==> src/rtl/sbfp_pkg.sv <==
// Shared constants and controller/datapath interface types for the servo bus
// frame parser. No dependencies; imported by every other module of the block.
package sbfp_pkg;

  // Frame store depth in bytes (one emitted frame is always this long)
  localparam int FRAME_BYTES = 64;
  localparam int BYTE_W      = 8;
  // Write position / fill count can hold FRAME_BYTES itself
  localparam int POS_W       = $clog2(FRAME_BYTES + 1);
  // Store address
  localparam int IDX_W       = $clog2(FRAME_BYTES);
  // Length arithmetic: length byte plus header overhead without overflow
  localparam int LEN_W       = BYTE_W + 2;
  localparam int HDR_BYTES   = 4;
  localparam int MIN_LEN     = 2;

  localparam logic [BYTE_W-1:0] HEADER_BYTE = 8'hFF;

  // Configuration register indexes
  localparam int CFG_IDX_W = 2;
  localparam logic [CFG_IDX_W-1:0] CFG_ID_MIN       = 2'd0;
  localparam logic [CFG_IDX_W-1:0] CFG_ID_MAX       = 2'd1;
  localparam logic [CFG_IDX_W-1:0] CFG_BROADCAST_ID = 2'd2;

  localparam logic [BYTE_W-1:0] ID_MIN_RST       = 8'd1;
  localparam logic [BYTE_W-1:0] ID_MAX_RST       = 8'd10;
  localparam logic [BYTE_W-1:0] BROADCAST_ID_RST = 8'd254;

  // Commands from controller to datapath
  typedef struct packed {
    logic start_frame;  // clear sum, position and count, store first header byte
    logic store;        // write input byte at the current position
    logic add_sum;      // accumulate input byte into the running sum
    logic load_params;  // load parameter count from the length byte
    logic dec_params;   // count one parameter byte
    logic emit_start;   // reset the readout address
    logic emit_step;    // read one store entry into the output register
  } dp_cmd_t;

  // Status from datapath to controller
  typedef struct packed {
    logic is_header;    // input byte is 0xFF
    logic id_ok;        // input byte is an accepted device id
    logic len_ok;       // input byte is a usable length
    logic params_zero;  // no parameter bytes left
    logic params_one;   // exactly one parameter byte left
    logic sum_ok;       // input byte matches the inverted running sum
    logic emit_last;    // readout address is at the last store entry
    logic out_free;     // output register empty or being taken
  } dp_stat_t;

endpackage

==> src/rtl/sbfp_datapath.sv <==
// Datapath of the servo bus frame parser: config registers, frame store,
// running checksum, parameter count and the output register.
// Depends on sbfp_pkg.
module sbfp_datapath (
  input  logic                           clk,
  input  logic                           rst,
  input  logic                           cfg_we,
  input  logic [sbfp_pkg::CFG_IDX_W-1:0] cfg_index,
  input  logic [sbfp_pkg::BYTE_W-1:0]    cfg_data,
  input  logic [sbfp_pkg::BYTE_W-1:0]    rx_byte,
  input  sbfp_pkg::dp_cmd_t              cmd,
  output sbfp_pkg::dp_stat_t             stat,
  output logic                           out_valid,
  input  logic                           out_ready,
  output logic [sbfp_pkg::BYTE_W-1:0]    frame_byte,
  output logic                           frame_end
);
  import sbfp_pkg::*;

  logic [BYTE_W-1:0] id_min;
  logic [BYTE_W-1:0] id_max;
  logic [BYTE_W-1:0] broadcast_id;

  logic [BYTE_W-1:0] store_mem [FRAME_BYTES];
  logic [POS_W-1:0]  write_position;
  logic [POS_W-1:0]  params_left;
  logic [BYTE_W-1:0] running_sum;
  logic [IDX_W-1:0]  rd_idx;

  logic [BYTE_W-1:0] out_byte;
  logic              out_hit;
  logic              out_last;

  logic [LEN_W-1:0]  len_total;
  logic              pos_in_range;

  // Configuration writes; unknown indexes are ignored
  always_ff @(posedge clk) begin
    if (rst) begin
      id_min       <= ID_MIN_RST;
      id_max       <= ID_MAX_RST;
      broadcast_id <= BROADCAST_ID_RST;
    end else if (cfg_we) begin
      case (cfg_index)
        CFG_ID_MIN:       id_min       <= cfg_data;
        CFG_ID_MAX:       id_max       <= cfg_data;
        CFG_BROADCAST_ID: broadcast_id <= cfg_data;
        default: ;
      endcase
    end
  end

  // Status decode of the incoming byte
  assign len_total    = LEN_W'(rx_byte) + LEN_W'(HDR_BYTES);
  assign pos_in_range = write_position < POS_W'(FRAME_BYTES);

  always_comb begin
    stat.is_header   = rx_byte == HEADER_BYTE;
    stat.id_ok       = (rx_byte >= id_min && rx_byte <= id_max) || rx_byte == broadcast_id;
    stat.len_ok      = rx_byte >= BYTE_W'(MIN_LEN) && len_total <= LEN_W'(FRAME_BYTES);
    stat.params_zero = params_left == '0;
    stat.params_one  = params_left == POS_W'(1);
    stat.sum_ok      = ~running_sum == rx_byte;
    stat.emit_last   = rd_idx == IDX_W'(FRAME_BYTES - 1);
    stat.out_free    = !out_valid || out_ready;
  end

  // Frame store: entries at or beyond the fill count read as zero, so no
  // clearing pass is needed between frames
  always_ff @(posedge clk) begin
    if (cmd.start_frame) begin
      store_mem[0] <= rx_byte;
    end else if (cmd.store && pos_in_range) begin
      store_mem[write_position[IDX_W-1:0]] <= rx_byte;
    end
    if (cmd.emit_step) begin
      out_byte <= store_mem[rd_idx];
    end
  end

  // Fill count, checksum and parameter count
  always_ff @(posedge clk) begin
    if (rst) begin
      write_position <= '0;
      running_sum    <= '0;
      params_left    <= '0;
    end else if (cmd.start_frame) begin
      write_position <= POS_W'(1);
      running_sum    <= '0;
      params_left    <= '0;
    end else begin
      if (cmd.store && pos_in_range) begin
        write_position <= write_position + POS_W'(1);
      end
      if (cmd.add_sum) begin
        running_sum <= running_sum + rx_byte;
      end
      if (cmd.load_params) begin
        params_left <= POS_W'(rx_byte - BYTE_W'(MIN_LEN));
      end else if (cmd.dec_params) begin
        params_left <= params_left - POS_W'(1);
      end
    end
  end

  // Readout address and output register
  always_ff @(posedge clk) begin
    if (rst) begin
      rd_idx    <= '0;
      out_valid <= 1'b0;
    end else begin
      if (cmd.emit_start) begin
        rd_idx <= '0;
      end else if (cmd.emit_step) begin
        rd_idx <= rd_idx + IDX_W'(1);
      end
      if (cmd.emit_step) begin
        out_valid <= 1'b1;
      end else if (out_ready) begin
        out_valid <= 1'b0;
      end
    end
  end

  always_ff @(posedge clk) begin
    if (cmd.emit_step) begin
      out_hit  <= POS_W'(rd_idx) < write_position;
      out_last <= stat.emit_last;
    end
  end

  assign frame_byte = out_hit ? out_byte : '0;
  assign frame_end  = out_last;

endmodule

==> src/rtl/sbfp_ctrl.sv <==
// Controller of the servo bus frame parser: parse phase state machine and
// frame readout sequencing. Depends on sbfp_pkg.
module sbfp_ctrl (
  input  logic               clk,
  input  logic               rst,
  input  logic               in_valid,
  output logic               in_ready,
  input  sbfp_pkg::dp_stat_t stat,
  output sbfp_pkg::dp_cmd_t  cmd
);
  import sbfp_pkg::*;

  typedef enum logic [2:0] {
    PH_HUNT,
    PH_HEAD2,
    PH_ID,
    PH_LEN,
    PH_CMD,
    PH_PARAM,
    PH_CHECK,
    PH_EMIT
  } phase_t;

  phase_t phase;
  phase_t phase_next;
  logic   accept;

  // Take bytes in every phase but readout
  assign in_ready = phase != PH_EMIT;
  assign accept   = in_valid && in_ready;

  // Next phase and datapath commands
  always_comb begin
    phase_next = phase;
    cmd        = '0;
    case (phase)
      PH_HEAD2: begin
        if (accept) begin
          if (stat.is_header) begin
            cmd.store  = 1'b1;
            phase_next = PH_ID;
          end else begin
            phase_next = PH_HUNT;
          end
        end
      end
      PH_ID: begin
        if (accept) begin
          if (stat.id_ok) begin
            cmd.store   = 1'b1;
            cmd.add_sum = 1'b1;
            phase_next  = PH_LEN;
          end else begin
            phase_next = PH_HUNT;
          end
        end
      end
      PH_LEN: begin
        if (accept) begin
          cmd.store   = 1'b1;
          cmd.add_sum = 1'b1;
          if (stat.len_ok) begin
            cmd.load_params = 1'b1;
            phase_next      = PH_CMD;
          end else begin
            phase_next = PH_HUNT;
          end
        end
      end
      PH_CMD: begin
        if (accept) begin
          cmd.store   = 1'b1;
          cmd.add_sum = 1'b1;
          phase_next  = stat.params_zero ? PH_CHECK : PH_PARAM;
        end
      end
      PH_PARAM: begin
        if (accept) begin
          cmd.store      = 1'b1;
          cmd.add_sum    = 1'b1;
          cmd.dec_params = 1'b1;
          if (stat.params_one) begin
            phase_next = PH_CHECK;
          end
        end
      end
      PH_CHECK: begin
        if (accept) begin
          cmd.store = 1'b1;
          if (stat.sum_ok) begin
            cmd.emit_start = 1'b1;
            phase_next     = PH_EMIT;
          end else begin
            phase_next = PH_HUNT;
          end
        end
      end
      PH_EMIT: begin
        // advance one store entry whenever the output register can take it
        if (stat.out_free) begin
          cmd.emit_step = 1'b1;
          if (stat.emit_last) begin
            phase_next = PH_HUNT;
          end
        end
      end
      default: begin
        // header hunt
        if (accept) begin
          if (stat.is_header) begin
            cmd.start_frame = 1'b1;
            phase_next      = PH_HEAD2;
          end else begin
            phase_next = PH_HUNT;
          end
        end
      end
    endcase
  end

  // Hold phase
  always_ff @(posedge clk) begin
    if (rst) begin
      phase <= PH_HUNT;
    end else begin
      phase <= phase_next;
    end
  end

endmodule

==> src/rtl/servo_bus_frame_parser.sv <==
// Top level of the servo bus frame parser: joins the controller and datapath.
// Depends on sbfp_pkg, sbfp_ctrl and sbfp_datapath.
//
//   port group   direction  carries
//   s_axis_*     in         one received serial byte per item
//   m_axis_*     out        one frame byte per item, tlast on the 64th
//   cfg_*        in         writes of id_min, id_max, broadcast_id
//
// A received byte is taken whenever no readout is under way. After a frame with a
// good checksum the input stalls while the 64-entry frame store is read out, one
// byte per cycle through the output register while the receiver takes each byte.
// Reset is synchronous and restores the register defaults and header hunt;
// the frame store itself is never cleared (a fill count masks stale entries).
module servo_bus_frame_parser (
  input  logic                           clk,
  input  logic                           rst,
  input  logic                           s_axis_tvalid,
  output logic                           s_axis_tready,
  input  logic [7:0]                     s_axis_tdata,   // [7:0] rx_byte
  output logic                           m_axis_tvalid,
  input  logic                           m_axis_tready,
  output logic [7:0]                     m_axis_tdata,   // [7:0] frame_byte
  output logic                           m_axis_tlast,   // frame_end
  input  logic                           cfg_we,
  input  logic [sbfp_pkg::CFG_IDX_W-1:0] cfg_index,
  input  logic [7:0]                     cfg_data
);
  import sbfp_pkg::*;

  dp_cmd_t  cmd;
  dp_stat_t stat;

  sbfp_ctrl u_ctrl (
    .clk      (clk),
    .rst      (rst),
    .in_valid (s_axis_tvalid),
    .in_ready (s_axis_tready),
    .stat     (stat),
    .cmd      (cmd)
  );

  sbfp_datapath u_datapath (
    .clk        (clk),
    .rst        (rst),
    .cfg_we     (cfg_we),
    .cfg_index  (cfg_index),
    .cfg_data   (cfg_data),
    .rx_byte    (s_axis_tdata),
    .cmd        (cmd),
    .stat       (stat),
    .out_valid  (m_axis_tvalid),
    .out_ready  (m_axis_tready),
    .frame_byte (m_axis_tdata),
    .frame_end  (m_axis_tlast)
  );

endmodule

==> config.mk <==
export PLATFORM = sky130hd
export DESIGN_NAME = servo_bus_frame_parser
export DESIGN_NICKNAME = d
export VERILOG_FILES = /design/src/rtl/sbfp_pkg.sv /design/src/rtl/sbfp_datapath.sv /design/src/rtl/sbfp_ctrl.sv /design/src/rtl/servo_bus_frame_parser.sv
export SDC_FILE = /design/constraint.sdc
export NUM_CORES = 1
export LEC_CHECK = 0
export BUFFER_PORTS_ARGS = -buffer_cell sky130_fd_sc_hd__buf_4
export CORE_MARGIN = 8
export CORE_UTILIZATION = 60
export DETAILED_ROUTE_END_ITERATION = 8
export GPL_TIMING_DRIVEN = 0
export PLACE_DENSITY = 0.79
export SLEW_MARGIN = 40
export SYNTH_ARGS = -nofsm -noshare
export SYNTH_HDL_FRONTEND = slang
export SYNTH_HIERARCHICAL = 1
export SYNTH_SLANG_ARGS = --single-unit
==> constraint.sdc <==
create_clock -name clk -period 4.75 [get_ports clk]
set_input_delay 0.2375 -clock clk [delete_from_list [all_inputs] [get_ports clk]]
set_output_delay 0.2375 -clock clk [all_outputs]
set_load 0.02 [all_outputs]
==> out/metrics.cfg <==
[synthesis]
synth_edf_count = 522
netlist.area_leader.share_pct = 65.8
synth_area_leader_cell = edfxtp_1
seq_area_frac_synth_pct = 70.5
netlist_top_cells_count = edfxtp_1, nor2_1, mux4_2
syn_area_sq_mm = 0.0238
synth_nets = 1453
ys_types = 57
synth_area_per_cell_sq_um = 17.1
syn_inst = 1392
yosys_register_bits = 578
yosysMostFrequentCell = edfxtp_1
ys_top_cells_by_area = edfxtp_1, mux4_2, dfxtp_1
async_reset_ff_share_pct = 0
synth_flop_cell = edfxtp_1
yosysWarnings = 6

[clock_tree]
clk_pin_slew_worst_paths_ps = 60
htreeDepth = 2
clock-root-buffer = clkbuf_16
cts_buffers = 55
cts_sinks = 578
cts_buffer_depth = 3
clock_latency_ps = 600
cts_tree = built

[power]
irDropWorstVdd_mv = 0.300
p_int_mw = 8.18
power_switching_mw = 1.99
p_per_area_mw_per_mm2 = 374
p_comb_share_pct = 2.2
switching_share_pct = 19.6
power.share.sequential_pct = 54.6
p_leak_nw = 8.70
clock_power_share_pct = 43.2

[critical_path]
cp.arrival_ps = 4940
crit_buf_inv = 4
cp.required_ps = 4970
crit_slowest_cell = nor2_1
cp_max_fo = 69
cp_cell_sequence = buf_6, inv_1, ha_1, nand2b_1, a21o_1, a211o_1, a31oi_1, o21a_1, o21ai_0, a21oi_1, nor2_1, o211a_1, nor2b_1, buf_2, nor2b_1, buf_2, nand3_1, nor2_1
crit_path_end_kind = flip-flop
rrSetupSlack_ps = 80
cp_slowest_stage_delay_ps = 740
path_class = input pin to flip-flop
crit_family = simple AND/OR/NAND/NOR gates
start_kind = input pin

[grt]
grt_max_degree = 74
grtUsageTotal_pct = 24.0
antenna_found_initial = 2
grt_pass1_wl_mm = 83.9
first_global_vias = 13500
grt_overflow = 0

[place]
place.gp.congestion = 0.883
dp.final_hpwl_mm = 34.0
numPortBuffers = 32
dpl_cell_area_sq_mm = 0.0247

[routing]
wl_mm = 56.1
via_per_inst = 6.51
dr.pass1.iters = 7
antenna_left = 0
drc = 0
drt_iter0_markers = 1409
vias = 13600
avgRoutedWirePerCell_microns = 26.9

[final_layout]
fillers = 2457
synthToLayoutAreaGrowth_pct = 14.1
post-route-cell-area_sq_mm = 0.0272
final_net_count = 1573
drive_above_1_share_pct = 22.8

[floorplanning]
die_h_microns = 215
fp.dieW_microns = 215
initial_core_util_pct = 60.4
num_rows = 73
ios = 34
core-area_sq_mm = 0.0395
dieArea_sq_mm = 0.0463

[timing]
max_slew_margin_pct = 29.6
fin_skew_ps = 17.4
setup_viol = 0
tns_ps = 0
period_minus_slack_ps = 4720
timing.final.hold_violations = 0
slew_viol_final = 0
worstMarginPinSlew_ps = 1050
timing.final.crit_share_pct = 99.3
rsz0062_at_grt = true
fmax_ghz = 0.212

[worst_hold_path]
hp-class = input pin to flip-flop

[run]
cap_violations = 0

[outcome]
status = finished clean

==> worst reg2reg max path, delay by kind of cell, from the launching register on <==
kind            cells  cell delay, ps
compound gates      7            1250
fa+ha+maj           1             280
simple gates        6            1880
flops               1             330
buf+inv             3             570
==> logic make-up (layout without fill, tap and decap cells) <==
| logic type | Yosys count | in the layout | share of synthesized area [%] |
|---|---|---|---|
| flops | 578 | 578 | 70.5 |
| simple gates | 319 | 319 | 6.37 |
| compound gates | 161 | 161 | 4.92 |
| buf+inv | 106 | 271 | 2.30 |
| xor+xnor | 31 | 31 | 1.14 |
| fa+ha+maj | 38 | 38 | 2.03 |
| mux | 159 | 159 | 12.7 |
| other cells | 0 | 2 | 0 |
==> state kept, by name, indices dropped and copies added (netlist names) <==
name	count
u_datapath/write_position	7
u_datapath/out_hit	1
u_datapath/out_valid	1
u_datapath/id_max	8
u_datapath/store_mem	512
u_datapath/rd_idx	6
u_datapath/frame_end	1
u_datapath/out_byte	8
u_datapath/broadcast_id	8
u_ctrl/phase	3
u_datapath/params_left	7
u_datapath/id_min	8
u_datapath/running_sum	8
==> cell usage in the layout, fill, tap and decap left out, types with 7 or more instances in the layout <==
master and count:
a211o_1 8, a211oi_1 16, a21o_1 7, a21oi_1 32, a221oi_1 15, a22o_1 21, a22oi_1 11, and2_1 14
buf_1 11, buf_2 23, buf_4 53, buf_6 9, bufinv_16 7, clkbuf_1 40, clkbuf_16 56, clkinv_1 15
dfxtp_1 56, dlygate4sd3_1 10, edfxtp_1 522, ha_1 37, inv_1 29, mux2_2 10, mux2i_1 37, mux4_2 106
nand2_1 52, nand2b_1 11, nand3_1 22, nand3b_1 11, nand4_1 20, nor2_1 81, nor2_2 23, nor2_4 33
nor2b_1 16, nor3_1 8, o21ai_0 11, o221ai_1 11, o22ai_1 10, xnor2_1 12, xor2_1 19
==> cell type report <==
cell class	count	area [sq um]	area share, %
Antenna cell	2	5.00	0.0184
Buffer	77	438	1.61
Clock buffer	69	1470	5.41
Clock inverter	33	345	1.27
Inverter	29	109	0.400
Multi-Input combinational cell	708	6840	25.2
Sequential cell	578	16800	61.8
Tap cell	525	657	2.42
Timing Repair Buffer	63	522	1.92
==> per-layer routing <==
metal,wire (microns),vias to the layer above,track usage (%)
met2,26900,791,37.3
met3,5400,139,5.13
li1,-,5778,-
met1,21700,6857,32.8
met4,2200,0,10.2
met5,0,-,0
==> final timing paths <==
check | from | endpoint | cells past startpoint
worst max register to register | u_datapath/id_max[5]$_SDFFE_PP0P_ | u_datapath/store_mem[9][4]$_DFFE_PP_ | 17
worst min-delay path | cfg_index[1] | u_datapath/id_min[2]$_SDFFE_PP0P_ | 5
worst max-delay path | s_axis_tdata[0] | u_datapath/store_mem[9][4]$_DFFE_PP_ | 18
worst min register to register | u_datapath/broadcast_id[7]$_SDFFE_PP1P_ | u_datapath/broadcast_id[7]$_SDFFE_PP1P_ | 2
==> what timing repair did <==
| action | CTS | global route |
|---|---|---|
| resized for setup | 38 | 54 |
| hold buffers | 10 | 0 |
| pin swaps | 0 | 1 |
| setup buffers | 9 | 12 |
| endpoints found under the setup margin | 416 | 496 |
| endpoints found under the hold margin | 28 | 0 |
==> per-stage QoR <==
stage / util [%] / power (mW) / worst slack [ps] / cells / hold slack [ps]
after global placement: 62.6 / 5.86 / -1070 / 1949 / 426
after detailed placement: 62.7 / 5.88 / -1070 / 1949 / 434
after CTS: 68.0 / 10.2 / -292 / 2070 / 42.3
after floorplan: - / 5.75 / 1140 / 1392 / 307
final: 68.9 / 10.2 / 31.8 / 2084 / 56.4
after global routing: 68.9 / 10.5 / -266 / 2082 / 67.0
==> power by group through the flow <==
stage / logic, mW / clock network (mW) / registers (mW)
global route: 0.249 / 4.65 / 5.55
finish: 0.225 / 4.39 / 5.55
detailed placement: 0.217 / 0 / 5.66
global placement: 0.205 / 0 / 5.66
CTS: 0.224 / 4.45 / 5.55
floorplan: 0.0923 / 0 / 5.66
Note: power is estimated with default switching activity, not from simulation.
